<file path="src/hdl/bpk_pkg.sv">
// Shared types and constants for the MSB-first bit packer.
`timescale 1ns / 1ps

package bpk_pkg;

    localparam int DATA_W             = 32;
    localparam int LEN_W              = 6;
    localparam int BYTE_W             = 8;
    localparam int MAX_FIELD_BITS_DEF = 32;

    // Input op codes; the fourth code is unused and the item is dropped.
    localparam logic [1:0] OP_APPEND  = 2'd0;
    localparam logic [1:0] OP_PAD     = 2'd1;
    localparam logic [1:0] OP_DISCARD = 2'd2;

    // Bit window in the back end: up to 7 held bits plus a 32-bit field.
    localparam int WIN_W   = DATA_W + BYTE_W;
    localparam int TOT_W   = 6;
    localparam int HELD_W  = BYTE_W - 1;
    localparam int HCNT_W  = 3;

    // Command queue between front and back.
    localparam int QDEPTH = 2;
    localparam int QPTR_W = (QDEPTH > 1) ? $clog2(QDEPTH) : 1;
    localparam int QCNT_W = $clog2(QDEPTH + 1);

    typedef struct packed {
        logic [1:0]        op;
        logic [DATA_W-1:0] data;
        logic [LEN_W-1:0]  bit_len;
    } in_item_t;

    typedef struct packed {
        logic [BYTE_W-1:0] out_byte;
        logic              last_byte;
    } out_item_t;

    typedef enum logic [1:0] {
        CMD_APPEND,
        CMD_PAD,
        CMD_DISCARD
    } cmd_kind_t;

    // Field is stored left aligned: its first bit sits in bit DATA_W-1.
    typedef struct packed {
        cmd_kind_t         kind;
        logic [DATA_W-1:0] field_left;
        logic [LEN_W-1:0]  len;
    } cmd_t;

    typedef struct packed {
        logic full;
        logic empty;
    } q_status_t;

endpackage

</file>
<file path="src/hdl/msb_first_bit_packer.sv">
// Top level of the MSB-first variable-length bit packer.
`timescale 1ns / 1ps

// Packs fields of 0 to 32 bits into a byte stream, earliest bit in bit 7 of
// each byte. Op append masks data to bit_len (saturated to MAX_FIELD_BITS and
// to 32) and emits every byte it completes; op pad flushes any leftover bits
// as one byte padded with zeros on the right; op discard drops the leftover;
// the unused op code is accepted and ignored. last_byte marks the final byte
// of each item. The front end takes one input transfer per cycle into a
// two-entry command queue, so s_ready only drops when that queue is full.
// The back end is the bottleneck: it first loads a command into its bit
// window and then emits the bytes it completes; an append completes 0 to 4
// bytes, a pad emits one byte only if bits are held, and a discard emits
// none. Bytes leave through a registered output stage. While a byte waits
// for m_ready the emitter stalls; it can still load the next command when
// it holds no complete byte.
module msb_first_bit_packer #(
    parameter int MAX_FIELD_BITS = bpk_pkg::MAX_FIELD_BITS_DEF
) (
    input  logic                aclk,
    input  logic                aresetn,
    input  logic                s_valid,
    output logic                s_ready,
    input  bpk_pkg::in_item_t   s_payload,
    output logic                m_valid,
    input  logic                m_ready,
    output bpk_pkg::out_item_t  m_payload
);

    bpk_pkg::q_status_t q_status;
    bpk_pkg::cmd_t      push_cmd;
    bpk_pkg::cmd_t      pop_cmd;
    logic               push;
    logic               pop;

    // Classify input transfers and left align the field.
    bpk_front #(
        .MAX_FIELD_BITS(MAX_FIELD_BITS)
    ) u_front (
        .s_valid   (s_valid),
        .s_ready   (s_ready),
        .s_payload (s_payload),
        .q_status  (q_status),
        .push      (push),
        .push_cmd  (push_cmd)
    );

    // Decouple the front from the byte emitter.
    bpk_queue u_queue (
        .aclk     (aclk),
        .aresetn  (aresetn),
        .push     (push),
        .push_cmd (push_cmd),
        .pop      (pop),
        .pop_cmd  (pop_cmd),
        .q_status (q_status)
    );

    // Hold the leftover bits and emit one byte per cycle while the output is not stalled.
    bpk_back u_back (
        .aclk      (aclk),
        .aresetn   (aresetn),
        .q_status  (q_status),
        .pop_cmd   (pop_cmd),
        .pop       (pop),
        .m_valid   (m_valid),
        .m_ready   (m_ready),
        .m_payload (m_payload)
    );

endmodule

</file>
<file path="src/hdl/bpk_front.sv">
// Front end: accepts input transfers, classifies them and builds commands.
`timescale 1ns / 1ps

module bpk_front #(
    parameter int MAX_FIELD_BITS = bpk_pkg::MAX_FIELD_BITS_DEF
) (
    input  logic                s_valid,
    output logic                s_ready,
    input  bpk_pkg::in_item_t   s_payload,
    input  bpk_pkg::q_status_t  q_status,
    output logic                push,
    output bpk_pkg::cmd_t       push_cmd
);

    localparam int CAP = (MAX_FIELD_BITS < bpk_pkg::DATA_W) ? MAX_FIELD_BITS
                                                            : bpk_pkg::DATA_W;
    localparam logic [bpk_pkg::LEN_W-1:0] CAP_LEN = bpk_pkg::LEN_W'(CAP);
    localparam logic [bpk_pkg::LEN_W-1:0] DATA_LEN = bpk_pkg::LEN_W'(bpk_pkg::DATA_W);

    logic [bpk_pkg::LEN_W-1:0] len_eff;
    logic [bpk_pkg::LEN_W-1:0] shift_amt;
    logic                      known_op;

    assign s_ready = !q_status.full;

    // Saturate the length, then left align: the shift drops the bits above len.
    assign len_eff   = (s_payload.bit_len > CAP_LEN) ? CAP_LEN : s_payload.bit_len;
    assign shift_amt = DATA_LEN - len_eff;

    always_comb begin
        push_cmd.field_left = s_payload.data << shift_amt;
        push_cmd.len        = len_eff;
        known_op            = 1'b1;
        case (s_payload.op)
            bpk_pkg::OP_APPEND:  push_cmd.kind = bpk_pkg::CMD_APPEND;
            bpk_pkg::OP_PAD:     push_cmd.kind = bpk_pkg::CMD_PAD;
            bpk_pkg::OP_DISCARD: push_cmd.kind = bpk_pkg::CMD_DISCARD;
            default: begin
                push_cmd.kind = bpk_pkg::CMD_DISCARD;
                known_op      = 1'b0;
            end
        endcase
    end

    // Drop the unused op code: accepted, never queued.
    assign push = s_valid && s_ready && known_op;

endmodule

</file>
<file path="src/hdl/bpk_queue.sv">
// Short command queue between the front and back ends.
`timescale 1ns / 1ps

module bpk_queue (
    input  logic                aclk,
    input  logic                aresetn,
    input  logic                push,
    input  bpk_pkg::cmd_t       push_cmd,
    input  logic                pop,
    output bpk_pkg::cmd_t       pop_cmd,
    output bpk_pkg::q_status_t  q_status
);

    bpk_pkg::cmd_t                    entry_reg [bpk_pkg::QDEPTH];
    logic [bpk_pkg::QPTR_W-1:0]       wr_ptr_reg, wr_ptr_next;
    logic [bpk_pkg::QPTR_W-1:0]       rd_ptr_reg, rd_ptr_next;
    logic [bpk_pkg::QCNT_W-1:0]       count_reg, count_next;

    localparam logic [bpk_pkg::QCNT_W-1:0] FULL_CNT = bpk_pkg::QCNT_W'(bpk_pkg::QDEPTH);
    localparam logic [bpk_pkg::QPTR_W-1:0] LAST_PTR =
        bpk_pkg::QPTR_W'(bpk_pkg::QDEPTH - 1);

    assign q_status.full  = (count_reg == FULL_CNT);
    assign q_status.empty = (count_reg == '0);
    assign pop_cmd        = entry_reg[rd_ptr_reg];

    always_comb begin
        wr_ptr_next = wr_ptr_reg;
        rd_ptr_next = rd_ptr_reg;
        count_next  = count_reg;
        if (push) begin
            wr_ptr_next = (wr_ptr_reg == LAST_PTR) ? '0 : wr_ptr_reg + 1'b1;
        end
        if (pop) begin
            rd_ptr_next = (rd_ptr_reg == LAST_PTR) ? '0 : rd_ptr_reg + 1'b1;
        end
        if (push && !pop) begin
            count_next = count_reg + 1'b1;
        end else if (pop && !push) begin
            count_next = count_reg - 1'b1;
        end
    end

    always_ff @(posedge aclk) begin
        if (!aresetn) begin
            wr_ptr_reg <= '0;
            rd_ptr_reg <= '0;
            count_reg  <= '0;
        end else begin
            wr_ptr_reg <= wr_ptr_next;
            rd_ptr_reg <= rd_ptr_next;
            count_reg  <= count_next;
        end
    end

    always_ff @(posedge aclk) begin
        if (push) begin
            entry_reg[wr_ptr_reg] <= push_cmd;
        end
    end

endmodule

</file>
<file path="src/hdl/bpk_back.sv">
// Back end: merges commands into the bit window and emits bytes.
`timescale 1ns / 1ps

module bpk_back (
    input  logic                aclk,
    input  logic                aresetn,
    input  bpk_pkg::q_status_t  q_status,
    input  bpk_pkg::cmd_t       pop_cmd,
    output logic                pop,
    output logic                m_valid,
    input  logic                m_ready,
    output bpk_pkg::out_item_t  m_payload
);

    // Window is left aligned; total counts its live bits. Below 8, the top
    // bits are the held leftover with zeros beneath.
    logic [bpk_pkg::WIN_W-1:0]  win_reg, win_next;
    logic [bpk_pkg::TOT_W-1:0]  total_reg, total_next;
    logic                       m_valid_reg, m_valid_next;
    bpk_pkg::out_item_t         m_item_reg, m_item_next;

    logic [bpk_pkg::HELD_W-1:0] held_left;
    logic [bpk_pkg::HCNT_W-1:0] held_count;
    logic                       have_byte;
    logic                       slot_free;
    logic                       emit;

    localparam logic [bpk_pkg::TOT_W-1:0] BYTE_TOT = bpk_pkg::TOT_W'(bpk_pkg::BYTE_W);

    assign held_left  = win_reg[bpk_pkg::WIN_W-1 -: bpk_pkg::HELD_W];
    assign held_count = total_reg[bpk_pkg::HCNT_W-1:0];
    assign have_byte  = (total_reg[bpk_pkg::TOT_W-1:bpk_pkg::HCNT_W] != '0);
    assign slot_free  = !m_valid_reg || m_ready;
    assign emit       = have_byte && slot_free;
    assign pop        = !have_byte && !q_status.empty;

    always_comb begin
        win_next     = win_reg;
        total_next   = total_reg;
        m_valid_next = m_valid_reg && !m_ready;
        m_item_next  = m_item_reg;
        if (emit) begin
            m_valid_next          = 1'b1;
            m_item_next.out_byte  = win_reg[bpk_pkg::WIN_W-1 -: bpk_pkg::BYTE_W];
            m_item_next.last_byte = (total_reg < (BYTE_TOT + BYTE_TOT));
            win_next              = win_reg << bpk_pkg::BYTE_W;
            total_next            = total_reg - BYTE_TOT;
        end else if (pop) begin
            case (pop_cmd.kind)
                bpk_pkg::CMD_APPEND: begin
                    win_next   = {held_left, {(bpk_pkg::WIN_W - bpk_pkg::HELD_W){1'b0}}}
                               | ({pop_cmd.field_left, {bpk_pkg::BYTE_W{1'b0}}}
                                  >> held_count);
                    total_next = bpk_pkg::TOT_W'(held_count) + pop_cmd.len;
                end
                bpk_pkg::CMD_PAD: begin
                    // Leftover becomes one zero-padded byte, if there is any.
                    total_next = (held_count != '0) ? BYTE_TOT : '0;
                end
                default: begin
                    win_next   = '0;
                    total_next = '0;
                end
            endcase
        end
    end

    always_ff @(posedge aclk) begin
        if (!aresetn) begin
            win_reg     <= '0;
            total_reg   <= '0;
            m_valid_reg <= 1'b0;
        end else begin
            win_reg     <= win_next;
            total_reg   <= total_next;
            m_valid_reg <= m_valid_next;
        end
        m_item_reg <= m_item_next;
    end

    assign m_valid   = m_valid_reg;
    assign m_payload = m_item_reg;

endmodule

</file>
<file path="config.mk">
export PLATFORM = sky130hd
export DESIGN_NAME = msb_first_bit_packer
export DESIGN_NICKNAME = d
export VERILOG_FILES = /design/src/hdl/bpk_pkg.sv /design/src/hdl/msb_first_bit_packer.sv /design/src/hdl/bpk_front.sv /design/src/hdl/bpk_queue.sv /design/src/hdl/bpk_back.sv
export SDC_FILE = /design/constraint.sdc
export NUM_CORES = 1
export LEC_CHECK = 0
export BUFFER_PORTS_ARGS = -buffer_cell sky130_fd_sc_hd__buf_2
export CORE_ASPECT_RATIO = 0.7
export CORE_MARGIN = 10
export CORE_UTILIZATION = 56
export CTS_CLUSTER_SIZE = 30
export DETAILED_ROUTE_END_ITERATION = 10
export PLACE_DENSITY = 0.86
export SLEW_MARGIN = 5
export SYNTH_ARGS = -nofsm -noshare
export SYNTH_HDL_FRONTEND = slang
export SYNTH_SLANG_ARGS = --single-unit
</file>
<file path="constraint.sdc">
create_clock -name aclk -period 2.8 [get_ports aclk]
set_clock_uncertainty 0.05 [all_clocks]
set_input_delay 0.14 -clock aclk [delete_from_list [all_inputs] [get_ports aclk]]
set_output_delay 0.14 -clock aclk [all_outputs]
set_load 0.005 [all_outputs]
</file>
==> results by group, run 1 <==
Layout
  – Share of layout cells above drive strength 1: 25.0%
  – Area growth, synth to finish: 14.3%
  – ANT cells: 0
  – Max reg flops: 80
  – Post-route cell area: 0.00974 mm2
  – Area occupied by multi-input gates: 0.00445 mm2
  – Fillers: 1,128
  – Sequential Area: 0.00370 mm2
  – Nets: 891
  – Non-Filler Instances: 1,047

STA
  – Worst Slack Setup Final: 0.229 ns
  – Slew @ Worst Pin: 0.874 ns
  – RSZ-0062 raised after global routing: no
  – Slew Viols, Final: 0
  – Finish-stage setup viols: 0
  – Hold slack: 0.0652 ns
  – Post-route minimum period: 2.57 ns
  – Fmax: 0.389 GHz
  – Period utilization: 91.8%
  – Worst slew margin: 41.8%
  – Final-report hold violation count: 0
  – Setup TNS: 0 ns

Drt
  – Initial drt markers: 1,027
  – Routed vias/inst: 6.69
  – Routed vias: 7,007
  – Total wire length: 22,900 um
  – Initial DRT Pass Iterations: 8
  – DRC Markers: 0
  – Antenna Nets Post-Route: 0
  – Wire per inst: 21.9 um

Pwr
  – Power per Cell Area: 846 mW/mm2
  – Switching power of the nets: 2.99 mW
  – Comb pwr share: 37.5%
  – Sequential fraction of design power: 34.4%
  – Net Sw Frac: 36.3%
  – Max VDD drop: 0.000487 V
  – Clk pwr share: 28.1%
  – Internal power: 5.24 mW
  – Lkg Pwr: 3.65 nW

Clock network
  – Root Buffer: clkbuf_16
  – Clock latency on the worst-skew pair: 0.43 ns
  – CTS Buf Count: 17
  – CTS H-tree lvls: 4
  – CTS tree: built
  – Longest Clk Path Bufs: 2
  – Setup Buffers After CTS: 0
  – CTS Sinks: 140
  – Clock slew at reported path FFs: 0.07 ns

Worst setup path
  – CP Capture Type: flip-flop
  – Critical path peak fanout: 31
  – CP Cell Sequence: inv_1, ha_1, ha_1, o21a_1, inv_2, or3_1, nor2b_4, nor2_2, a21oi_1, o21ai_1
  – Top delay family on crit path: simple AND/OR/NAND/NOR gates
  – Top cell by count, worst path: ha_1
  – WP data arrival: 2.83 ns
  – Kind of critical path: reg -> reg
  – CP Launch Type: flip-flop
  – Critical-path top delay cell: nor2b_4
  – CP bufs+invs: 2
  – Max stage delay on crit path: 0.66 ns
  – Crit path required time: 3.06 ns

Global route
  – Antenna violations before repair: 0
  – First-pass GRT wire length: 36,400 um
  – Largest net degree at the start of global routing: 66
  – Total gr overflow: 0
  – Total track usage: 21.8%
  – Vias in the first global route: 6,734

Synth
  – Post-Synthesis Cells: 784
  – Synthesized area per cell: 10.9 um2
  – Synth cell types: 64
  – Asr flop ratio synth: 0%
  – FF+latch count, synth: 140
  – Yosys warns: 0
  – EDFF count, synth: 89
  – Syn nets: 836
  – Synth Cell Area: 0.00851 mm2
  – Register area share after synthesis: 43.4%
  – Synth Flop Type: edfxtp_1

Place
  – Port Buffers: 54
  – DP Area: 0.00911 mm2
  – RePlAce Congestion: 1.00
  – Placement Setup Slack: 0.234 ns
  – DP Cell Count: 1,013
  – DPL Wire Length: 16,000 um

Hold path
  – Worst hold path class: in -> reg

Die
  – Initial core utilization: 57.5%
  – Io pins: 55
  – DIE AREA: 0.0206 mm2
  – Die Wd: 167 um
  – Cell Rows: 37
  – Die H: 123 um
  – Core outline area: 0.0148 mm2

Status
  – Outcome: completed

Flow run
  – Max-cap violations: 0
## synth_stat cells, types with 3 or more instances
master	number	area (um2)
nor3_1	11	55.1
buf_6	6	67.6
a32oi_1	5	43.8
buf_2	18	90.1
nand2_1	87	327
xnor2_1	5	43.8
buf_4	7	52.6
inv_2	3	11.3
a31oi_1	6	37.5
clkbuf_1	32	120
o32ai_1	6	52.6
a22o_1	15	131
and3_1	7	43.8
dfxtp_1	51	1020
xor2_1	3	26.3
o21ai_0	25	125
o21a_1	3	22.5
mux2_2	15	169
a21boi_0	3	22.5
inv_1	8	30.0
a21o_1	4	30.0
ha_1	7	87.6
o21ai_1	17	85.1
a211oi_1	3	22.5
a211o_1	3	26.3
nand3_1	20	100
and2_1	11	68.8
buf_1	3	11.3
o22ai_1	13	81.3
a21oi_1	48	240
mux4_2	45	1010
or3_1	5	31.3
nor2_1	53	199
or2_2	3	18.8
edfxtp_1	89	2670
nor2b_1	11	68.8
a22oi_1	21	158
mux2i_1	74	741
nand2b_1	6	37.5
## cells in the final DEF (no fill, tap or decap), types with 17 or more instances in the layout
cell,count
o21ai_0,25
edfxtp_1,89
mux4_2,45
dfxtp_1,48
clkbuf_16,17
buf_2,54
nand2_1,87
nor2_1,53
mux2i_1,74
a21oi_1,48
nand3_1,20
a22oi_1,21
o21ai_1,17
buf_4,41
## path summary, 6_finish.rpt
kind,startpoint,end,slack (ns),cells after the start
max,u_back.total_reg[3]$_SDFFE_PN0P_,u_back.win_reg[37]$_SDFFE_PN0P_,0.23,10
min,aresetn,u_back.total_reg[0]$_SDFFE_PN0P_,0.07,2
max reg2reg,u_back.total_reg[3]$_SDFFE_PN0P_,u_back.win_reg[37]$_SDFFE_PN0P_,0.23,10
min reg2reg,u_back.win_reg[38]$_SDFFE_PN0P_,u_back.m_payload[7]$_DFFE_PP_,0.38,0
## cell families after synthesis
logic type      after synthesis  share of synthesized area (%)
compound gates              185                           14.1
mux                         136                           22.9
flops                       140                           43.4
simple gates                227                           12.4
xor+xnor                     10                           1.34
fa+ha+maj                     8                           1.26
buf+inv                      78                           4.54
## metal layers
metal  up-vias  global-route usage (%)  wire length, um
met5         -                       0                0
met4         0                    6.56              367
met1      3379                    29.3             9400
met3        46                    6.47             2740
li1       3099                       -                -
met2       483                    33.8            10400
## worst register-to-register path: stages, from the launching register on
cell,delay [ns]
dfxtp_1,0.36
inv_1,0.05
ha_1,0.19
ha_1,0.24
o21a_1,0.14
inv_2,0.12
or3_1,0.19
nor2b_4,0.66
nor2_2,0.11
a21oi_1,0.25
o21ai_1,0.09
## power by group through the flow
stage,logic [mW],clock network (mW),registers (mW)
after global routing,3.36,2.41,2.85
final,3.09,2.32,2.83
after detailed placement,2.99,0,2.85
after CTS,3.03,2.32,2.82
after floorplan,2.26,0,2.78
after global placement,2.91,0,2.84
## stage by stage
| stage | util, % | total power, mW |
|---|---|---|
| 2_1_floorplan | - | 5.04 |
| 3_3_place_gp | 61.5 | 5.75 |
| 3_5_place_dp | 61.5 | 5.84 |
| 4_1_cts | 65.7 | 8.18 |
| 5_1_grt | 65.7 | 8.62 |
| 6_report | 65.7 | 8.23 |
## final cells by class
cell class	count	area share, %
Clock buffer	17	4.37
Timing Repair Buffer	102	7.17
Sequential cell	140	38.0
Clock inverter	15	1.80
Multi-Input combinational cell	566	45.7
Tap cell	195	2.51
Inverter	12	0.463
## what timing repair did
| item | 4_1_cts | 5_1_grt |
|---|---|---|
| gates resized for setup | 0 | 0 |
| hold endpoints to repair | 3 | 0 |
| hold buffers | 2 | 0 |
| endpoints found under the setup margin | 0 | 0 |
(Power assumes the default switching activity.)
==> run 2, diff against run 1 <==
Settings changed: SLEW_MARGIN 5 to default.
Clock period 2.8 ns to 2.2 ns, I/O delays scaled along.
==> run 2 against run 1 <==
Maximum frequency increased by 21%; power rose by 38%; clock-buffer cell count did not move; die area did not move; worst hold slack got worse by 0.032 ns; utilization rose by 4.9 points; routed wire length rose by 5.5%; first-iteration DRC count shrank 5.8%; sequential cell count unchanged; register-to-register slack got worse by 0.15 ns; non-clock buffer count rose by 55; largest power group unchanged.
==> results by group, run 2 (synthesis gave the netlist of run 1 again) <==
Status
  – Outcome: completed

Worst setup path
  – CP Launch Type: flip-flop
  – Kind of critical path: reg -> reg
  – WP data arrival: 2.34 ns (-0.49 ns)
  – Critical path peak fanout: 26 (-16%)
  – Crit path required time: 2.42 ns (-0.64 ns)
  – CP Capture Type: flip-flop

Drt
  – Antenna Nets Post-Route: 0 (unchanged)
  – Initial DRT Pass Iterations: 6 (-2)
  – Routed vias/inst: 6.50 (-2.8%)
  – Wire per inst: 21.9 um (about the same)
  – DRC Markers: 0 (unchanged)
  – Total wire length: 24,200 um (+5.5%)
  – Routed vias: 7,180 (+2.5%)
  – Initial drt markers: 967 (-5.8%)

STA
  – Worst slew margin: 41.9% (+0.17 points)
  – Hold slack: 0.0329 ns (-0.0323 ns)
  – Final-report hold violation count: 0 (unchanged)
  – RSZ-0062 raised after global routing: yes
  – Fmax: 0.471 GHz (+21%)
  – Slew Viols, Final: 0 (unchanged)
  – Slew @ Worst Pin: 0.870 ns (-0.00347 ns)
  – Finish-stage setup viols: 0 (unchanged)
  – Period utilization: 96.6% (+4.7 points)
  – Post-route minimum period: 2.12 ns (-0.447 ns)

Hold path
  – Worst hold path class: in -> reg
  – HP Start: aresetn

Layout
  – ANT cells: 0 (unchanged)
  – Fillers: 1,020 (-9.6%)
  – Non-Filler Instances: 1,104 (+5.4%)
  – Share of layout cells above drive strength 1: 33.8% (+8.8 points)
  – Final core utilization: 70.6% (+4.9 points)
  – Most frequent cells in the layout: 92 x buf_4, 89 x edfxtp_1, 85 x nand2_1
  – Nets: 948 (+6.4%)
  – Max reg flops: 80 (unchanged)
  – Most common cell after layout, fill and taps aside: buf_4
  – Area growth, synth to finish: 22.8%

Pwr
  – Lkg Pwr: 3.99 nW (+9.4%)
  – Max VDD drop: 0.000635 V (+30%)
  – Power per Cell Area: 1090 mW/mm2 (+29%)

Flow run
  – Max-cap violations: 0 (unchanged)

Die
  – Initial core utilization: 57.5% (unchanged)
  – Die Wd: 167 um (unchanged)
  – Io pins: 55 (unchanged)
  – Cell Rows: 37 (unchanged)
  – Die H: 123 um (unchanged)
  – Core outline area: 0.0148 mm2 (unchanged)
  – DIE AREA: 0.0206 mm2 (unchanged)

Place
  – RePlAce Congestion: 0.952 (-5.1%)
  – DPL Wire Length: 16,800 um (+5.2%)
  – DP Cell Count: 1,064 (+5.0%)
  – Port Buffers: 54 (unchanged)

Clock network
  – Clock latency on the worst-skew pair: 0.42 ns (about the same)
  – Root Buffer: clkbuf_16
  – CTS Buf Count: 17 (unchanged)
  – CTS Sinks: 140 (unchanged)
  – Longest Clk Path Bufs: 2 (unchanged)
  – CTS H-tree lvls: 4 (unchanged)
  – CTS tree: built
  – Clock slew at reported path FFs: 0.06 ns (about the same)

Global route
  – First-pass GRT wire length: 38,300 um (+5.3%)
  – Largest net degree at the start of global routing: 66 (unchanged)
  – Vias in the first global route: 7,155 (+6.3%)
  – Total gr overflow: 0 (unchanged)
  – Total track usage: 23.1% (+1.3 points)
  – Antenna violations before repair: 0 (unchanged)
[run 2: cell types whose count changed in the layout (fill, tap and decap cells not counted), sizes merged]
cell,previous run,this run
buf,100,155
inv,20,13
clkinv,3,7
bufinv,2,4
nor2b,12,14
clkinvlp,2,3
[run 2: layout make-up]
cell class | count | area [um2] | area share [%]
repair buffers | 157 | 1140 | 10.9
multi-input cells | 568 | 4700 | 44.9
clock buffers | 17 | 425 | 4.07
clock inverters | 15 | 196 | 1.88
inverters | 12 | 50.0 | 0.479
well taps | 195 | 244 | 2.33
flip-flops and latches | 140 | 3700 | 35.4
[run 2: final timing paths]
kind | cells after the start | endpoint | slack, ns
min reg2reg | 0 | u_back.m_payload[7]$_DFFE_PP_ | 0.37
max | 6 | u_back.win_reg[26]$_SDFFE_PN0P_ | 0.08
max reg2reg | 6 | u_back.win_reg[26]$_SDFFE_PN0P_ | 0.08
min | 3 | u_back.win_reg[13]$_SDFFE_PN0P_ | 0.03
[run 2: repair_timing]
item | 4_1_cts | 5_1_grt
resized for setup | 2 | 30
endpoints found under the hold margin | 5 | 0
setup buffers | 0 | 4
gates cloned | 1 | 1
pin swaps | 1 | 5
hold buffers | 2 | 0
endpoints found under the setup margin | 10 | 28
[run 2: through the flow]
stage	total power, mW	cell area (um2)	setup TNS [ns]	setup WS [ns]
3_3_place_gp	7.70	9620	-3.67	-0.182
3_5_place_dp	7.85	9620	-5.97	-0.250
6_report	11.4	10500	0	0.0754
5_1_grt	11.9	10500	-0.0375	-0.0175
4_1_cts	11.0	10300	0	0.0153
2_1_floorplan	6.54	8720	-8.29	-0.341
[run 2: per-layer routing]
| layer | up-vias | wire length, um | global-route usage (%) |
|---|---|---|---|
| met5 | - | 0 | 0 |
| met4 | 0 | 381 | 5.91 |
| met3 | 47 | 2950 | 8.28 |
| met2 | 451 | 10900 | 35.8 |
| met1 | 3472 | 9900 | 30.6 |
| li1 | 3210 | - | - |
[run 2: report_power, final]
group          internal [mW]  switching [mW]
combinational           2.12            2.61
clock                   1.89            1.14
sequential              3.35           0.256
[run 2: critical path: stages (launching register included)]
cell      delay [ns]
dfxtp_4         0.43
buf_16          0.24
mux4_2          0.58
and2_1          0.20
a211oi_1        0.25
a211o_1         0.14
o21ai_1         0.06
